--- src/hw/rtl/b64d_pkg.sv ---
// b64d_pkg: types, constants and helper functions of the lenient base64 decoder
// used by base64_decoder_lenient_core; depends on nothing else

package b64d_pkg;

   // character codes
   localparam logic [7:0] CHAR_UPPER_A = 8'h41;
   localparam logic [7:0] CHAR_UPPER_Z = 8'h5A;
   localparam logic [7:0] CHAR_LOWER_A = 8'h61;
   localparam logic [7:0] CHAR_LOWER_Z = 8'h7A;
   localparam logic [7:0] CHAR_DIGIT_0 = 8'h30;
   localparam logic [7:0] CHAR_DIGIT_9 = 8'h39;
   localparam logic [7:0] CHAR_PLUS    = 8'h2B;
   localparam logic [7:0] CHAR_SLASH   = 8'h2F;
   localparam logic [7:0] CHAR_PAD     = 8'h3D;

   // alphabet offsets of the lower-case letters and the digits
   localparam logic [7:0] LOWER_BASE = 8'd26;
   localparam logic [7:0] DIGIT_BASE = 8'd52;

   // sextet lookup result: top bit set for a character outside the alphabet
   localparam logic [6:0] SEXTET_INVALID = 7'h40;
   localparam logic [6:0] SEXTET_PLUS    = 7'd62;
   localparam logic [6:0] SEXTET_SLASH   = 7'd63;

   // sextets held before a group completes
   localparam int HELD_DEPTH = 3;

   // decoded bytes of one input item, waiting to go out one per transfer
   typedef struct packed {
      logic [2:0][7:0] data;       // bytes in output order, entry 0 first
      logic [1:0]      last_idx;   // index of the final byte of the bundle
      logic            data_valid; // 0 for a bare end-of-message marker
      logic            done;       // final byte closes the message
   } b64d_bundle_type;

   // map one character to its sextet
   function automatic logic [6:0] sextet_of(input logic [7:0] c);
      logic [6:0] s;
      s = SEXTET_INVALID;
      case (c) inside
         [CHAR_UPPER_A:CHAR_UPPER_Z]: s = {1'b0, 6'(c - CHAR_UPPER_A)};
         [CHAR_LOWER_A:CHAR_LOWER_Z]: s = {1'b0, 6'(c - CHAR_LOWER_A + LOWER_BASE)};
         [CHAR_DIGIT_0:CHAR_DIGIT_9]: s = {1'b0, 6'(c - CHAR_DIGIT_0 + DIGIT_BASE)};
         CHAR_PLUS:                   s = SEXTET_PLUS;
         CHAR_SLASH:                  s = SEXTET_SLASH;
         default:                     s = SEXTET_INVALID;
      endcase
      return s;
   endfunction

   // byte assembly from sextet pairs
   function automatic logic [7:0] byte0(input logic [5:0] a, input logic [5:0] b);
      return {a, b[5:4]};
   endfunction

   function automatic logic [7:0] byte1(input logic [5:0] b, input logic [5:0] c);
      return {b[3:0], c[5:2]};
   endfunction

   function automatic logic [7:0] byte2(input logic [5:0] c, input logic [5:0] d);
      return {c[1:0], d};
   endfunction

endpackage

--- src/hw/rtl/base64_decoder_lenient_core.sv ---
// base64_decoder_lenient_core: lenient base64 decoder, one character per transfer
// depends on b64d_pkg
//
//   channel | direction | tdata          | tlast        | tuser
//   req_    | in        | in_char        | message_end  | -
//   rsp_    | out       | out_byte       | last_of_run  | byte_valid, message_done
//
// one character is taken per cycle while req_tready is high; decode is a single
// pass from the accepted character and the group state into a bundle register
// a bundle of up to three bytes drains at one byte per cycle while rsp_tready is
// high, from a two-slot queue; req_tready drops only while the second slot is
// occupied; group state is registered at the transfer, results are registered in the queue
// reset (synchronous, active high) empties the queue and clears the group state
// a stalled rsp_ side holds the current byte and fills the second slot first

module base64_decoder_lenient_core (
   input  logic       clock,
   input  logic       reset,
   input  logic       req_tvalid,
   output logic       req_tready,
   input  logic [7:0] req_tdata,   // [7:0] in_char
   input  logic       req_tlast,   // message_end
   output logic       rsp_tvalid,
   input  logic       rsp_tready,
   output logic [7:0] rsp_tdata,   // [7:0] out_byte
   output logic       rsp_tlast,   // last_of_run
   output logic [1:0] rsp_tuser    // [0] byte_valid, [1] message_done
);
   import b64d_pkg::*;

   // decoder state
   logic [1:0]       group_count_ff, group_count_in;
   logic [5:0]       held_ff [HELD_DEPTH];
   logic [5:0]       held_in [HELD_DEPTH];
   logic             pad_seen_ff, pad_seen_in;

   // result queue
   b64d_bundle_type  head_ff, head_in, spare_ff, spare_in;
   logic             head_valid_ff, head_valid_in;
   logic             spare_valid_ff, spare_valid_in;
   logic [1:0]       idx_ff, idx_in;

   // decode signals
   logic             req_xfer, rsp_xfer;
   logic [6:0]       sextet;
   b64d_bundle_type  new_bundle;
   logic             new_push;
   logic             head_pop;

   assign req_xfer = req_tvalid && req_tready;
   assign rsp_xfer = rsp_tvalid && rsp_tready;
   assign sextet   = sextet_of(req_tdata);

   // decode of the accepted character
   always_comb begin
      group_count_in        = group_count_ff;
      held_in               = held_ff;
      pad_seen_in           = pad_seen_ff;
      new_bundle.data       = '0;
      new_bundle.last_idx   = '0;
      new_bundle.data_valid = 1'b1;
      new_bundle.done       = 1'b0;
      new_push              = 1'b0;
      if (req_xfer) begin
         // alphabet characters until the first pad
         if (!pad_seen_ff) begin
            if (req_tdata == CHAR_PAD) begin
               pad_seen_in = 1'b1;
            end else if (!sextet[6]) begin
               if (group_count_ff != 2'd3) begin
                  held_in[group_count_ff] = sextet[5:0];
                  group_count_in          = group_count_ff + 2'd1;
               end else begin
                  new_bundle.data[0]  = byte0(held_ff[0], held_ff[1]);
                  new_bundle.data[1]  = byte1(held_ff[1], held_ff[2]);
                  new_bundle.data[2]  = byte2(held_ff[2], sextet[5:0]);
                  new_bundle.last_idx = 2'd2;
                  new_push            = 1'b1;
                  group_count_in      = 2'd0;
               end
            end
         end
         // message end: flush a partial group, give a bare marker, or mark the completed group as the end
         if (req_tlast) begin
            if (!new_push) begin
               new_push = 1'b1;
               if (group_count_in == 2'd3) begin
                  new_bundle.data[0]  = byte0(held_in[0], held_in[1]);
                  new_bundle.data[1]  = byte1(held_in[1], held_in[2]);
                  new_bundle.last_idx = 2'd1;
               end else if (group_count_in == 2'd2) begin
                  new_bundle.data[0]  = byte0(held_in[0], held_in[1]);
               end else begin
                  new_bundle.data_valid = 1'b0;
               end
            end
            new_bundle.done = 1'b1;
            group_count_in  = 2'd0;
            pad_seen_in     = 1'b0;
         end
      end
   end

   // queue control: head drains one byte per transfer, spare waits behind it
   assign head_pop   = rsp_xfer && (idx_ff == head_ff.last_idx);
   assign req_tready = !spare_valid_ff;

   always_comb begin
      head_in        = head_ff;
      spare_in       = spare_ff;
      head_valid_in  = head_valid_ff;
      spare_valid_in = spare_valid_ff;
      idx_in         = idx_ff;
      if (rsp_xfer && !head_pop) begin
         idx_in = idx_ff + 2'd1;
      end
      if (head_pop) begin
         idx_in         = 2'd0;
         head_in        = spare_ff;
         head_valid_in  = spare_valid_ff;
         spare_valid_in = 1'b0;
      end
      if (new_push) begin
         if (!head_valid_ff || (head_pop && !spare_valid_ff)) begin
            head_in       = new_bundle;
            head_valid_in = 1'b1;
         end else begin
            spare_in       = new_bundle;
            spare_valid_in = 1'b1;
         end
      end
   end

   // control registers
   always_ff @(posedge clock) begin
      if (reset) begin
         group_count_ff <= 2'd0;
         pad_seen_ff    <= 1'b0;
         head_valid_ff  <= 1'b0;
         spare_valid_ff <= 1'b0;
         idx_ff         <= 2'd0;
      end else begin
         group_count_ff <= group_count_in;
         pad_seen_ff    <= pad_seen_in;
         head_valid_ff  <= head_valid_in;
         spare_valid_ff <= spare_valid_in;
         idx_ff         <= idx_in;
      end
   end

   // payload registers
   always_ff @(posedge clock) begin
      held_ff  <= held_in;
      head_ff  <= head_in;
      spare_ff <= spare_in;
   end

   // output side
   assign rsp_tvalid   = head_valid_ff;
   assign rsp_tdata    = head_ff.data[idx_ff];
   assign rsp_tlast    = (idx_ff == head_ff.last_idx);
   assign rsp_tuser[0] = head_ff.data_valid;
   assign rsp_tuser[1] = head_ff.done && (idx_ff == head_ff.last_idx);

   // spare slot is only filled behind an occupied head
   assert property (@(posedge clock) disable iff (reset)
      spare_valid_ff |-> head_valid_ff)
      else $error("spare bundle without head bundle");

   // byte index stays inside the head bundle
   assert property (@(posedge clock) disable iff (reset)
      head_valid_ff |-> (idx_ff <= head_ff.last_idx))
      else $error("byte index past end of bundle");

   // message end clears the group state
   assert property (@(posedge clock) disable iff (reset)
      (req_xfer && req_tlast) |=> (group_count_ff == 2'd0 && !pad_seen_ff))
      else $error("group state not cleared at message end");

   // a bare marker is always a single result that closes the message
   assert property (@(posedge clock) disable iff (reset)
      (head_valid_ff && !head_ff.data_valid) |->
         (head_ff.done && head_ff.last_idx == 2'd0))
      else $error("malformed end-of-message marker");

endmodule
--- config.mk ---
export PLATFORM = sky130hd
export DESIGN_NAME = base64_decoder_lenient_core
export DESIGN_NICKNAME = d
export VERILOG_FILES = /design/src/hw/rtl/b64d_pkg.sv /design/src/hw/rtl/base64_decoder_lenient_core.sv
export SDC_FILE = /design/constraint.sdc
export NUM_CORES = 1
export LEC_CHECK = 0
export BUFFER_PORTS_ARGS = -buffer_cell sky130_fd_sc_hd__buf_2
export CAP_MARGIN = 10
export CORE_UTILIZATION = 55
export DETAILED_ROUTE_END_ITERATION = 10
export PLACE_DENSITY = 0.7
export SYNTH_ARGS = -nofsm -noshare
export SYNTH_HDL_FRONTEND = slang
export SYNTH_SLANG_ARGS = --single-unit
--- constraint.sdc ---
create_clock -name clock -period 6.6 [get_ports clock]
set_clock_uncertainty 0.1 [all_clocks]
set_input_delay 0.66 -clock clock [delete_from_list [all_inputs] [get_ports clock]]
set_output_delay 0.66 -clock clock [all_outputs]
set_load 0.02 [all_outputs]
== Yosys cells after proc, flatten, opt, wreduce, memory -nomap -nowiden ==
Cells that the tools add are included.

* Add/sub/neg operators: 7
* Order comparisons: 9
* Equal/unequal tests: 7
* Muxes and demuxes: 52
* Bitwise logic cells: 5
* Reductions and logical operators: 17

{| class="wikitable"
|+ Operators by type and width
! operator !! count
|-
| two-way mux 28 bit || 4
|-
| two-way mux 26 bit || 4
|-
| two-way mux 18 bit || 4
|-
| two-way mux 7 bit || 5
|-
| two-way mux 8 bit || 4
|-
| equality test 8 x 6 -> 1 bit, second input constant || 3
|-
| two-way mux 20 bit || 1
|-
| two-way mux 19 bit || 1
|-
| bitwise mux 18 bit || 1
|-
| two-way mux 1 bit || 18
|-
| binary-select mux 8 bit (select 2 bit) || 1
|-
| greater-or-equal comparator 8 x 7 -> 1 bit, second input constant || 2
|-
| less-or-equal comparator 8 x 7 -> 1 bit, second input constant || 2
|-
| two-way mux 2 bit || 7
|-
| demux 6 bit (select 2 bit) || 1
|-
| subtractor 6 bit, second input constant || 2
|-
| logical AND 1 bit || 10
|-
| greater-or-equal comparator 8 x 6 -> 1 bit, second input constant || 1
|-
| less-or-equal comparator 8 x 6 -> 1 bit, second input constant || 1
|-
| adder 6 x 5 -> 6 bit, second input constant || 1
|-
| adder 6 bit, second input constant || 1
|-
| two-way mux 6 bit || 1
|-
| subtractor 6 x 1 -> 6 bit, second input constant || 1
|-
| AND reduction 5 bit || 1
|-
| 13 further kinds || 20
|}

* Register bits after elaboration: 81
* Bits of input ports: 13
* Output and inout bits: 13
* Word-level logic and storage cells: 118

== Longest topological paths before layout ==
* Depth after elaboration: 18
* Depth in mapped cells: 12
* Gate-level depth less buffers: 11

== Worst setup path before layout ==
OpenSTA, ideal clock, no wires.

* Path type: input to register
* Start point: in req_tdata[2]
* End point: reg spare_ff[0] (netlist name), enable pin
* Setup time: 0.383 ns
* Data arrival time: 3.119 ns
* Required time: 6.117 ns
* Slack: 2.999 ns
* Stages: 11
* Buffers on the path: 2
* Cells stage by stage: inv_1 -> ha_1 -> nor2b_1 -> o21ai_0 -> a21o_1 -> buf_2 -> o211ai_2 -> inv_1 -> clkbuf_1 -> o21ai_0 -> inv_1

* Longest elaborated chain between the ends: 13
* Elaborated cells between the ends (all ways): 24
* Those cells by class: 6 x order compare; 3 x eq/ne; 11 x mux; 4 x reduce/logical

{| class="wikitable"
|+ RTL lines
! item !! RTL line !! source
|-
| from (decl) || base64_decoder_lenient_core.sv:21 || <nowiki>input logic [7:0] req_tdata,</nowiki>
|-
| branches (longest 7 deep; another with greater-or-equal comparator 8 x 6 -> 1 bit) || -- ||
|-
| two-way mux 1 bit * || base64_decoder_lenient_core.sv:67 || <nowiki>if (req_tdata == CHAR_PAD) begin</nowiki>
|-
| two-way mux 1 bit * || base64_decoder_lenient_core.sv:66 || <nowiki>if (!pad_seen_ff) begin</nowiki>
|-
| two-way mux 1 bit * || base64_decoder_lenient_core.sv:64 || <nowiki>if (req_xfer) begin</nowiki>
|-
| two-way mux 1 bit * || base64_decoder_lenient_core.sv:84 || <nowiki>if (req_tlast) begin</nowiki>
|-
| two-way mux 1 bit * || base64_decoder_lenient_core.sv:64 ||
|-
| AND reduction 2 bit (no source line) * || -- ||
|-
| to (signal assigned) || base64_decoder_lenient_core.sv:155 || <nowiki>spare_ff <= spare_in;</nowiki>
|-
| to (decl) || base64_decoder_lenient_core.sv:38 || <nowiki>b64d_bundle_type head_ff, head_in, spare_ff, spare_in;</nowiki>
|}

Every way passes the cells marked *. The select of a mux whose other input is x is not followed.
A chain may end at the register's enable or synchronous reset.

==> impl_metrics.toml <==
[cts]
post_cts.repair.setup_buffers = 0
cts_tree = "yes"
cts_buffer_depth = 2
cts_resized = 0
cts.clk_slew.worst_paths_ps = 80
ctsHoldBuffers = 0
worstSkewPairLatency_ps = 360
cts_buffers = 9
cts_root_buf = "clkbuf_8"
htreeDepth = 3
cts_sinks = 81

[drt]
num_vias = 3609
wl_per_cell_um = 18.6
drt-initial-drc-count = 245
ant_nets = 0
vias_per_cell = 6.15
drt_first_pass_iters = 5
wl_um = 10900
drc = 0

[die]
num_rows = 32
dieArea_um2 = 8430
start_util_pct = 57.2
io_pins = 26
coreArea_um2 = 7770
die_w_um = 91.8
fp.dieH_um = 91.8

[place]
placed_cells = 571
dp_slack_ps = 2030
dpl.hpwl_um = 7880
dpl-instance-area_um2 = 4640
globalplace.congestion = 0.906
portBuffers = 25

[synth]
ys_ff_latch = 81
synthArstFlopShare_pct = 0
synth.most_common_cell = "nand2_1"
synth_edf_count = 46
synth_nets = 489
synth_top_area_share_pct = 31.1
syn_avg_cell_area_um2 = 9.59
synth_flop_cell = "edfxtp_1"
synthCells = 463
syn_area_um2 = 4440
ys_types = 64
ys_warn_count = 0
ys_seq_area_share_pct = 46.9
synth_top_area_cell = "edfxtp_1"
synthTopCellsByArea = "edfxtp_1, dfxtp_1, nand2_1"
yosys-top-cells-count = "nand2_1, edfxtp_1, dfxtp_1, nor2_1, a21oi_1"

[setup_path]
required_ps = 6690
start_kind = "input pin"
arrival_ps = 4340
r2r_start = "idx_ff[1]$_SDFFE_PP0P_"
regToRegSetupSlack_ps = 2980
crit_start = "req_tdata[1]"
endpoint_kind = "register"
crit_type = "in2reg"
path_max_fanout = 30

[power_and_ir_drop]
max-vdd-ir-drop_mv = 0.0964
p_leak_nw = 1.74
p_total_mw = 1.15
power.density_nw_per_um2 = 239

[sta]
rsz0062_at_grt = "false"
slew-limit-headroom_pct = 17.9
finalSetupViolations = 0
slew_viol_final = 0
fmax_mhz = 236
tightestPinTransition_ps = 1220
hold_viol = 0
fin_setup_tns_ps = 0
timing.final.crit_share_pct = 64.3
timing.final.ws_setup_ps = 2360
layout_min_cycle_time_ps = 4240

[finish]
fillers = 673
final_area_um2 = 4810
fin_cells = 587
final_layout_size_suffix_gt1_share_pct = 13.8
nNetsFinal = 506
areaGrowthSynthToFinish_pct = 8.46
antenna_cells = 0

[global_route]
grt_max_degree = 31
grt_usage_pct = 27.3
grt_pass1_vias = 3393
antenna_found_initial = 0
grt_overflow = 0
grt_first_pass_wirelength_um = 17800

[run]
drv_cap = 0

[run_status]
status = "complete, no violations"

[min_path]
hp-class = "reg2reg"
-- worst max-delay path: stages --
cell and delay, ps:
buf_2 170, inv_1 80, ha_1 260, nand2b_1 180
a21oi_1 760, a211oi_4 140, o211ai_2 460, inv_1 310
o21ai_2 950, and3_1 300, a41oi_1 50
-- layer usage --
metal	track usage (%)	routed length, um	vias to the layer above	share of wire, %
li1	-	-	1744	-
met1	37.4	4970	1716	45
met2	43.9	5120	131	47
met3	4.06	612	18	5.6
met4	10.2	243	0	2.2
met5	0	0	-	0
-- logic make-up after synthesis --
kind of cell	after synthesis	share of synthesized area (%)
fa+ha+maj	13	3.66
simple gates	176	19.1
buf+inv	42	3.83
compound gates	124	20.3
mux	25	5.78
flops	81	46.9
xor+xnor	2	0.395
-- through the flow --
stage	hold slack, ps	util, %
2_1_floorplan	335	-
3_3_place_gp	369	59.7
3_5_place_dp	364	59.7
4_1_cts	385	62.0
5_1_grt	411	62.0
6_report	384	62.0
-- power breakdown --
group          total [mW]  internal, mW  switching [mW]
sequential          0.604         0.578          0.0266
combinational       0.211        0.0802           0.131
clock               0.335         0.139           0.196
-- placed cells by master, fill, tap and decap left out, types with 6 or more instances in the layout --
cell type,instances
nand2_1,65
edfxtp_1,46
nor2_1,35
dfxtp_1,35
a21oi_1,28
buf_2,25
o21ai_0,23
mux2i_1,20
nand3_1,19
inv_1,17
ha_1,13
o21a_1,11
clkbuf_8,9
nor3_1,7
a22o_1,7
and2_1,7
nor2b_1,6
-- registers in the layout (all words and copies together) (netlist names), 2 cells and up, named ones only --
signal and cells:
spare_ff 28, head_ff 27, held_ff 16, group_count_ff 2
idx_ff 2
-- area by class of cell --
type	instances	area, um2	area share [%]
timing repair buffer	30	163	3.38
clock buffer	9	124	2.57
tap	102	128	2.65
sequential	81	2080	43.2
inverter	18	67.6	1.40
clock inverter	7	52.6	1.09
multi-input combinational	340	2200	45.7
-- worst paths after layout --
path | end | cells past startpoint
worst max-delay path | head_ff[5]$_DFF_P_ | 11
worst min-delay path | head_ff[27]$_DFF_P_ | 2
worst max register to register | head_ff[19]$_DFF_P_ | 7
worst min register to register | head_ff[27]$_DFF_P_ | 2
(Power assumes the default switching activity.)
